**src/rtl/tcsq_pkg.sv**
```systemverilog
package tcsq_pkg;

  localparam int TAG_W = 8;
  localparam int CLS_W = 2;
  localparam int ARR_W = 16;
  localparam int SVC_W = 5;
  localparam int PRI_W = 4;
  localparam int ST_W  = 3;
  localparam int OUT_T_W = 16;

  localparam logic [CLS_W-1:0] CLS_HIGH = 2'd0;
  localparam logic [CLS_W-1:0] CLS_MID  = 2'd1;
  localparam logic [CLS_W-1:0] CLS_LOW  = 2'd2;

  localparam logic [ST_W-1:0] ST_IDLE     = 3'd0;
  localparam logic [ST_W-1:0] ST_RAN      = 3'd1;
  localparam logic [ST_W-1:0] ST_FINISHED = 3'd2;
  localparam logic [ST_W-1:0] ST_ENQUEUED = 3'd3;
  localparam logic [ST_W-1:0] ST_REJECTED = 3'd4;

  localparam logic OP_ENQUEUE = 1'b0;
  localparam logic OP_SLOT    = 1'b1;

  localparam logic [0:0] REG_SLOT_PERIOD = 1'b0;
  localparam logic [0:0] REG_HIGH_FIRST  = 1'b1;

  localparam logic [7:0] SLOT_PERIOD_RST = 8'd10;
  localparam logic [7:0] HIGH_FIRST_RST  = 8'd6;

  typedef struct packed {
    logic             operation;
    logic [TAG_W-1:0] job_tag;
    logic [CLS_W-1:0] job_class;
    logic [ARR_W-1:0] arrival_slot;
    logic [SVC_W-1:0] work_slots;
    logic [PRI_W-1:0] priority_req;
  } in_word_t;

  typedef struct packed {
    logic [ST_W-1:0]    status;
    logic [TAG_W-1:0]   job_tag_res;
    logic [CLS_W-1:0]   job_class_res;
    logic [OUT_T_W-1:0] slot_time;
    logic [OUT_T_W-1:0] turnaround_time;
    logic [OUT_T_W-1:0] queue_delay;
  } out_word_t;

  // one queue entry
  typedef struct packed {
    logic [TAG_W-1:0] tag;
    logic [ARR_W-1:0] arrive;
    logic [SVC_W-1:0] service;
    logic [PRI_W-1:0] prio;
    logic [SVC_W-1:0] remain;
  } job_t;

  // command from the controller to every cell of one queue
  typedef struct packed {
    logic       push;
    logic       pop;
    logic       dec;
    logic [ARR_W-1:0] key;
    job_t       job;
  } cell_cmd_t;

  function automatic logic [ARR_W-1:0] key_of(logic [CLS_W-1:0] cls, job_t j);
    logic [ARR_W-1:0] k;
    case (cls)
      CLS_HIGH: k = ARR_W'(j.prio);
      CLS_MID:  k = ARR_W'(j.service);
      default:  k = j.arrive;
    endcase
    return k;
  endfunction

endpackage

```
**src/rtl/tcsq_cell.sv**
```systemverilog
module tcsq_cell (
  input  logic                clk,
  input  logic                rst,
  input  logic [tcsq_pkg::CLS_W-1:0] cls,
  input  tcsq_pkg::cell_cmd_t cmd,
  input  logic                is_head,
  input  logic                left_valid,
  input  logic                left_ins,
  input  tcsq_pkg::job_t      left_job,
  input  logic                right_valid,
  input  tcsq_pkg::job_t      right_job,
  output logic                valid,
  output logic                ins,
  output tcsq_pkg::job_t      job
);
  import tcsq_pkg::*;

  logic valid_next;
  logic gt;

  // new key goes in front of this entry when this entry is strictly larger
  assign gt  = valid && (key_of(cls, job) > cmd.key);
  assign ins = gt;

  // keep occupancy as a thermometer code
  always_comb begin
    valid_next = valid;
    if (cmd.push)     valid_next = valid || left_valid;
    else if (cmd.pop) valid_next = right_valid;
  end

  always_ff @(posedge clk) begin
    if (rst) valid <= 1'b0;
    else     valid <= valid_next;
  end

  // shift right on insert, shift left on removal, count down the head
  always_ff @(posedge clk) begin
    if (cmd.push) begin
      if (gt) begin
        job <= left_ins ? left_job : cmd.job;
      end else if (!valid && left_valid) begin
        job <= left_ins ? left_job : cmd.job;
      end
    end else if (cmd.pop) begin
      job <= right_job;
    end else if (cmd.dec && is_head) begin
      job.remain <= job.remain - SVC_W'(1);
    end
  end
endmodule

```
**src/rtl/tcsq_chain.sv**
```systemverilog
module tcsq_chain #(
  parameter int QUEUE_DEPTH = 32
) (
  input  logic                clk,
  input  logic                rst,
  input  logic [tcsq_pkg::CLS_W-1:0] cls,
  input  tcsq_pkg::cell_cmd_t cmd,
  output logic                empty,
  output logic                full,
  output tcsq_pkg::job_t      head
);
  import tcsq_pkg::*;

  logic [QUEUE_DEPTH:0] v;
  logic [QUEUE_DEPTH:0] ins;
  job_t                 jobs [QUEUE_DEPTH+1];

  // virtual cell before the head: always valid, marks the insert point
  assign v[0]    = 1'b1;
  assign ins[0]  = 1'b0;
  assign jobs[0] = cmd.job;

  for (genvar i = 0; i < QUEUE_DEPTH; i++) begin : g_cell
    logic   rv;
    job_t   rj;
    if (i == QUEUE_DEPTH - 1) begin : g_end
      assign rv = 1'b0;
      assign rj = jobs[i+1];
    end else begin : g_mid
      assign rv = v[i+2];
      assign rj = jobs[i+2];
    end
    tcsq_cell u_cell (
      .clk(clk), .rst(rst), .cls(cls), .cmd(cmd), .is_head(i == 0),
      .left_valid(v[i]), .left_ins(ins[i]), .left_job(jobs[i]),
      .right_valid(rv), .right_job(rj),
      .valid(v[i+1]), .ins(ins[i+1]), .job(jobs[i+1])
    );
  end

  assign empty = !v[1];
  assign full  = v[QUEUE_DEPTH];
  assign head  = jobs[1];

  a_thermo: assert property (@(posedge clk) disable iff (rst)
    !v[QUEUE_DEPTH] || v[1]) else $error("occupancy not contiguous");
  a_push_fill: assert property (@(posedge clk) disable iff (rst)
    cmd.push && !full |=> !empty) else $error("push left queue empty");
  a_excl: assert property (@(posedge clk) disable iff (rst)
    !(cmd.push && cmd.pop)) else $error("push and pop together");
endmodule

```
**config.mk**
```make
export PLATFORM = sky130hd
export DESIGN_NAME = tcsq_chain
export DESIGN_NICKNAME = d
export VERILOG_FILES = /design/src/rtl/tcsq_pkg.sv /design/src/rtl/tcsq_cell.sv /design/src/rtl/tcsq_chain.sv
export SDC_FILE = /design/constraint.sdc
export NUM_CORES = 2
export LEC_CHECK = 0
export ABC_AREA = 0
export ABC_CLOCK_PERIOD_IN_PS = 12100
export BUFFER_PORTS_ARGS = -buffer_cell sky130_fd_sc_hd__buf_2
export CELL_PAD_IN_SITES_DETAIL_PLACEMENT = 1
export CELL_PAD_IN_SITES_GLOBAL_PLACEMENT = 2
export CORE_AREA = 5 5 441 443
export DETAILED_ROUTE_END_ITERATION = 8
export DIE_AREA = 0 0 446 448
export PLACE_DENSITY_LB_ADDON = 0.1
export REMOVE_ABC_BUFFERS = 1
export SYNTH_ARGS = -nofsm -noshare
export SYNTH_HDL_FRONTEND = slang
export SYNTH_HIERARCHICAL = 1
export SYNTH_SLANG_ARGS = --single-unit
```
**constraint.sdc**
```tcl
create_clock -name clk -period 12.1 [get_ports clk]
set_input_delay 0 -clock clk [delete_from_list [all_inputs] [get_ports clk]]
set_output_delay 0 -clock clk [all_outputs]
set_load 0.03 [all_outputs]
```
[Yosys cells after proc, flatten, opt, wreduce, memory -nomap -nowiden]
Cells that the tools add are included.
Word-level totals
  register bits after elaboration: 1248
  output and inout port bits: 40
  logic and storage cells: 705
Operators by class
  $add $sub $neg: 1
  $lt $le $gt $ge: 32
  equal/unequal tests: 32
  muxes and demuxes: 285
  reductions and logical operators: 163
Operators by type and width (count)
  two-way mux 38 bit: 126
  case mux 16 bit (2 select lines): 32
  two-way mux 33 bit: 31
  > comparator 16 bit: 32
  two-way mux 5 bit: 32
  inequality test 3 x 1 -> 1 bit (second input constant): 30
  AND reduction 2 bit: 33
  two-way mux 1 bit: 64
  logical AND 1 bit: 63
  logical NOT 1 bit: 32
  logical OR 1 bit: 31
  subtractor 5 x 1 -> 5 bit (second input constant): 1
  nonzero test 2 bit: 2
  inequality test 3 x 2 -> 1 bit (second input constant): 1
  nonzero test 3 bit: 1
  equality test 2 x 1 -> 1 bit (second input constant): 1
  logical NOT 2 bit: 1

[Depth between registers and ports, before layout]
  depth in word-level cells: 8
  gate-level depth with buffers: 14
  mapped depth without buffers: 12

[By module]
Netlist, hierarchy kept.
Modules (own cells, without submodules)
  tcsq_cell (g_cell[11].u_cell ...): instances 19, cells an instance 280, area each 2725.1 µm², seq. area each 1161.1 µm²
  tcsq_cell (g_cell[2].u_cell ...): instances 9, cells an instance 275, area each 2686.3 µm², seq. area each 1161.1 µm²
  tcsq_cell (g_cell[0].u_cell ...): instances 3, cells an instance 279, area each 2677.6 µm², seq. area each 1161.1 µm²
  tcsq_cell (g_cell[9].u_cell): instances 1, cells an instance 279, area each 2707.6 µm², seq. area each 1161.1 µm²
  tcsq_chain: instances 1, cells an instance 3, area each 11.3 µm², seq. area each 0.0 µm²

[Least setup slack after synthesis]
OpenSTA, ideal clock, no wires.
  path type: flip-flop to flip-flop
  start: reg g_cell[0].u_cell/job[29] in the netlist's numbering
  end: reg g_cell[0].u_cell/job[10] in the netlist's numbering, enable pin
  arrival time: 4.258 ns
  required time: 11.636 ns
  setup slack: 7.378 ns
  cell stages (with the launch flop): 8
  path through: edfxtp_1 > and2_1 > ha_1 > nand4_2 > or4_4 > a21oi_2 > nor4b_1 > nor3_1
On the way
  longest elaborated chain between the ends: 5
RTL lines
  from (decl): RTL line tcsq_cell.sv:14  | output tcsq_pkg::job_t job
  from (signal assigned): RTL line tcsq_cell.sv:41  | job <= left_ins ? left_job : cmd.job;
  from (signal assigned): RTL line tcsq_cell.sv:43  | job <= left_ins ? left_job : cmd.job;
  from (signal assigned): RTL line tcsq_cell.sv:46  | job <= right_job;
  case mux 16 bit (2 select lines): RTL line tcsq_pkg.sv:68  | case (cls)
  > comparator 16 bit: RTL line tcsq_cell.sv:22  | assign gt = valid && (key_of(cls, job) > cmd.key);
  logical AND 1 bit: RTL line tcsq_cell.sv:22
  inequality test 3 x 2 -> 1 bit (no line)
  AND reduction 2 bit (no line)
Every way passes these cells.
A chain may end at the register's enable or synchronous reset.

[Worst setup path after layout]
  start: reg g_cell[3].u_cell/job[29] in the netlist's numbering
  end: reg g_cell[4].u_cell/job[3] in the netlist's numbering, data pin
On the way
  longest elaborated chain between the ends: 7
RTL lines
  from (decl): RTL line tcsq_cell.sv:14
  from (signal assigned): RTL line tcsq_cell.sv:41
  from (signal assigned): RTL line tcsq_cell.sv:43
  from (signal assigned): RTL line tcsq_cell.sv:46
  case mux 16 bit (2 select lines) *: RTL line tcsq_pkg.sv:68
  > comparator 16 bit *: RTL line tcsq_cell.sv:22
  logical AND 1 bit *: RTL line tcsq_cell.sv:22
  net ins[4]: RTL line tcsq_chain.sv:15  | logic [QUEUE_DEPTH:0] ins;
  two-way mux 38 bit *: RTL line tcsq_cell.sv:41, tcsq_cell.sv:43
  two-way mux 38 bit: RTL line tcsq_cell.sv:42  | end else if (!valid && left_valid) begin
  two-way mux 38 bit *: RTL line tcsq_cell.sv:40  | if (gt) begin
  two-way mux 38 bit *: RTL line tcsq_cell.sv:39  | if (cmd.push) begin
  to (signal assigned): RTL line tcsq_cell.sv:41
  to (signal assigned): RTL line tcsq_cell.sv:43
  to (signal assigned): RTL line tcsq_cell.sv:46
  to (decl): RTL line tcsq_cell.sv:14
Mark *: on every way through the listed nets, which the timed path passes. The rest lies on a longest branch. The select of a mux whose other input is x is not followed.

==> insert_results.sql <==
INSERT INTO impl_metrics (metric_group, metric, value, unit) VALUES
('grt', 'overflow', '0', ''),
('worst_setup_path', 'start_kind', 'register', ''),
('timing', 'totalNegativeSetupSlack', '0', 'ns'),
('die', 'ios', '101', ''),
('clock_tree', 'buffer_depth_of_the_longest_clock_path', '3', ''),
('synth', 'synth.yosys.warnings', '6', ''),
('worst_setup_path', 'setup.reg_to_reg.worst_slack', '7.99', 'ns'),
('worst_setup_path', 'path_max_fanout', '38', ''),
('clock_tree', 'cts-buffers-inserted', '156', ''),
('timing', 'layout_worst_path_cycle_share', '0.3397', ''),
('die', 'core_area', '0.1896', 'mm^2'),
('grt', 'grt_first_pass_wirelength', '383.0', 'mm'),
('detailed_routing', 'detailroute.via_count', '64173', ''),
('clock_tree', 'clkSlewWorstSetupHoldPaths', '0.06', 'ns'),
('clock_tree', 'cts_repair_resize_count', '0', ''),
('min_path', 'min-delay-path-class', 'primary input to register', ''),
('pwr', 'p_switching', '3.949', 'mW'),
('die', 'die_h', '448', 'um'),
('grt', 'grt_pass1_vias', '67398', ''),
('clock_tree', 'clkLatencyLatePin', '0.81', 'ns'),
('timing', 'finClkSkew', '0.02398', 'ns'),
('synth', 'synthesis.instances', '8913', ''),
('placed_design', 'total_cell_area_at_the_placement_stage', '0.08946', 'mm^2'),
('final_layout', 'nets', '9422', ''),
('worst_setup_path', 'crit_type', 'register to register', ''),
('detailed_routing', 'first_iter_violations', '3407', ''),
('timing', 'final_hold_viol_count', '0', ''),
('placed_design', 'globalplace.congestion', '0.7933', ''),
('final_layout', 'areaGrowthSynthToFinish', '9.182', '%'),
('die', 'floorplan.initialDensity', '0.4573', ''),
('grt', 'grt_max_degree', '214', ''),
('die', 'die_width', '446', 'um'),
('final_layout', 'register_area', '0.03716', 'mm^2'),
('worst_setup_path', 'worst-endpoint-required', '12.61', 'ns'),
('clock_tree', 'post_cts.repair.setup_buffers', '0', ''),
('timing', 'layout_min_cycle_time', '4.111', 'ns'),
('job', 'max_cap_check_violation_count', '0', ''),
('clock_tree', 'ctsHoldBuffers', '40', ''),
('placed_design', 'dp_hpwl', '181.4', 'mm'),
('worst_setup_path', 'worst_ep_arrival_time', '4.62', 'ns'),
('synth', 'synth_area_per_cell', '9.728', 'um^2'),
('worst_setup_path', 'crit_path_top_delay_cell', 'sky130_fd_sc_hd__a21boi_1', ''),
('placed_design', 'port-buffer-count', '100', ''),
('worst_setup_path', 'worstSetupEndpointType', 'register', ''),
('pwr', 'pwr-share-clk', '0.349', ''),
('pwr', 'p_seq_frac', '0.455', ''),
('timing', 'maxClockFrequency', '243.3', 'MHz'),
('worst_setup_path', 'worst_path_largest_cell_delay', '0.61', 'ns'),
('final_layout', 'final_area', '0.09466', 'mm^2'),
('timing', 'unrepaired_setup_endpoints_after_global_routing', 'false', ''),
('die', 'core.rowCount', '160', ''),
('grt', 'antenna_violations_before_repair', '1', ''),
('detailed_routing', 'route.antenna.remaining_nets', '0', ''),
('pwr', 'p_comb_frac', '0.196', ''),
('clock_tree', 'cts_num_sinks', '1248', ''),
('timing', 'max-slew-margin-rel', '0.1118', ''),
('detailed_routing', 'drtPass1Iterations', '7', ''),
('pwr', 'max-vdd-ir-drop', '0.0001120', 'V'),
('grt', 'global_route.usage.total', '0.2389', ''),
('pwr', 'power_per_cell_area', '136.3', 'mW/mm^2'),
('timing', 'slew_violations', '0', ''),
('pwr', 'net_sw_frac', '0.3060', ''),
('clock_tree', 'cts_root_buffer', 'sky130_fd_sc_hd__clkbuf_16', ''),
('timing', 'worst_slew_pin_slew', '1.320', 'ns'),
('detailed_routing', 'avgViaCountPerCell', '5.602', ''),
('die', 'die-area', '0.1998', 'mm^2'),
('detailed_routing', 'routedWlPerCell', '21.42', 'um'),
('pwr', 'intPower', '8.955', 'mW'),
('timing', 'fin_hold_ws', '0.1683', 'ns'),
('status', 'status', 'finished clean', ''),
('worst_setup_path', 'crit_path_cell_trace', 'and2_1 > ha_1 > nand4_1 > nor3_1 > a21boi_1 > o311ai_4 > inv_2 > buf_4 > mux2_2 > nand2_1 > o21ai_0', ''),
('final_layout', 'drive_above_1_share', '0.06821', ''),
('detailed_routing', 'drc', '0', ''),
('detailed_routing', 'routed_wl', '245.4', 'mm'),
('pwr', 'total_leakage_power', '35.05', 'nW'),
('final_layout', 'filler_cell_count', '21095', ''),
('synth', 'netlist_area', '0.08670', 'mm^2'),
('timing', 'setup_viol', '0', ''),
('clock_tree', 'htreeDepth', '4', ''),
('final_layout', 'multiInputGateArea', '0.04539', 'mm^2'),
('clock_tree', 'tritoncts', 'built', '');
-- layer usage --
layer,vias up,track usage,part of all wire
met1,31164,0.2937,0.44
met5,-,0,0
met2,756,0.4392,0.51
met3,319,0.02301,0.021
li1,31934,-,-
met4,0,0.07922,0.032
-- power groups by stage --
stage / clock network [mW] / registers (mW) / logic [mW]
after floorplan: 0 / 5.83 / 1.66
after global placement: 0 / 5.93 / 2.42
after detailed placement: 0 / 5.97 / 2.54
after CTS: 4.64 / 5.88 / 2.56
after global routing: 4.81 / 5.94 / 2.82
final: 4.50 / 5.87 / 2.53
-- stage by stage --
stage / power [mW] / util / worst slack [ns] / instances
6_report: 12.90 / 0.4993 / 7.989 / 11455
3_3_place_gp: 8.353 / 0.4719 / 7.353 / 11130
3_5_place_dp: 8.505 / 0.4719 / 7.246 / 11130
5_1_grt: 13.58 / 0.4993 / 7.736 / 11455
4_1_cts: 13.08 / 0.4993 / 7.903 / 11454
2_1_floorplan: 7.495 / - / 6.003 / 8403
-- worst paths after layout --
| kind | start | end | depth (start not counted) |
|---|---|---|---|
| min reg2reg | g_cell[26].u_cell/valid$_SDFFE_PP0N_ | g_cell[26].u_cell/valid$_SDFFE_PP0N_ | 2 |
| max reg2reg | g_cell[3].u_cell/job[29]$_DFFE_PP_ | g_cell[4].u_cell/job[3]$_DFFE_PP_ | 11 |
| max | g_cell[3].u_cell/job[29]$_DFFE_PP_ | g_cell[4].u_cell/job[3]$_DFFE_PP_ | 11 |
| min | cmd[54] | g_cell[0].u_cell/job[4]$_DFFE_PP_ | 5 |
-- layout by cell type (no fill, tap or decap), types with 158 or more instances in the layout --
master / count
sky130_fd_sc_hd__clkbuf_16: 158
sky130_fd_sc_hd__a21oi_1: 1402
sky130_fd_sc_hd__nor2_1: 1366
sky130_fd_sc_hd__ha_1: 544
sky130_fd_sc_hd__a211oi_1: 162
sky130_fd_sc_hd__edfxtp_1: 1216
sky130_fd_sc_hd__mux2i_1: 1353
sky130_fd_sc_hd__and2_1: 361
sky130_fd_sc_hd__nand2_1: 344
sky130_fd_sc_hd__inv_1: 596
sky130_fd_sc_hd__o21ai_0: 217
-- worst max-delay path, delay by kind of cell, from the launching register on --
family	cells	cell delay, ns
muxes	1	0.41
DFF	1	0.42
AOI/OAI and AO/OA	3	0.93
buffers and inverters	2	0.63
and+or+nand+nor	4	1.11
adders and majority gates	1	0.31
-- state kept, by name, indices dropped and copies added, names as in the netlist --
register             count
g_cell.u_cell/job     1216
g_cell.u_cell/valid     32
-- area by class of cell --
type / count / area share
antenna: 1 / 0.00002643
multi-input combinational: 6551 / 0.4795
inverter: 604 / 0.02395
sequential: 1248 / 0.3925
tap: 2511 / 0.03319
clock inverter: 72 / 0.006040
timing repair buffer: 256 / 0.02012
clock buffer: 212 / 0.04465
(Power assumes the default switching activity.)
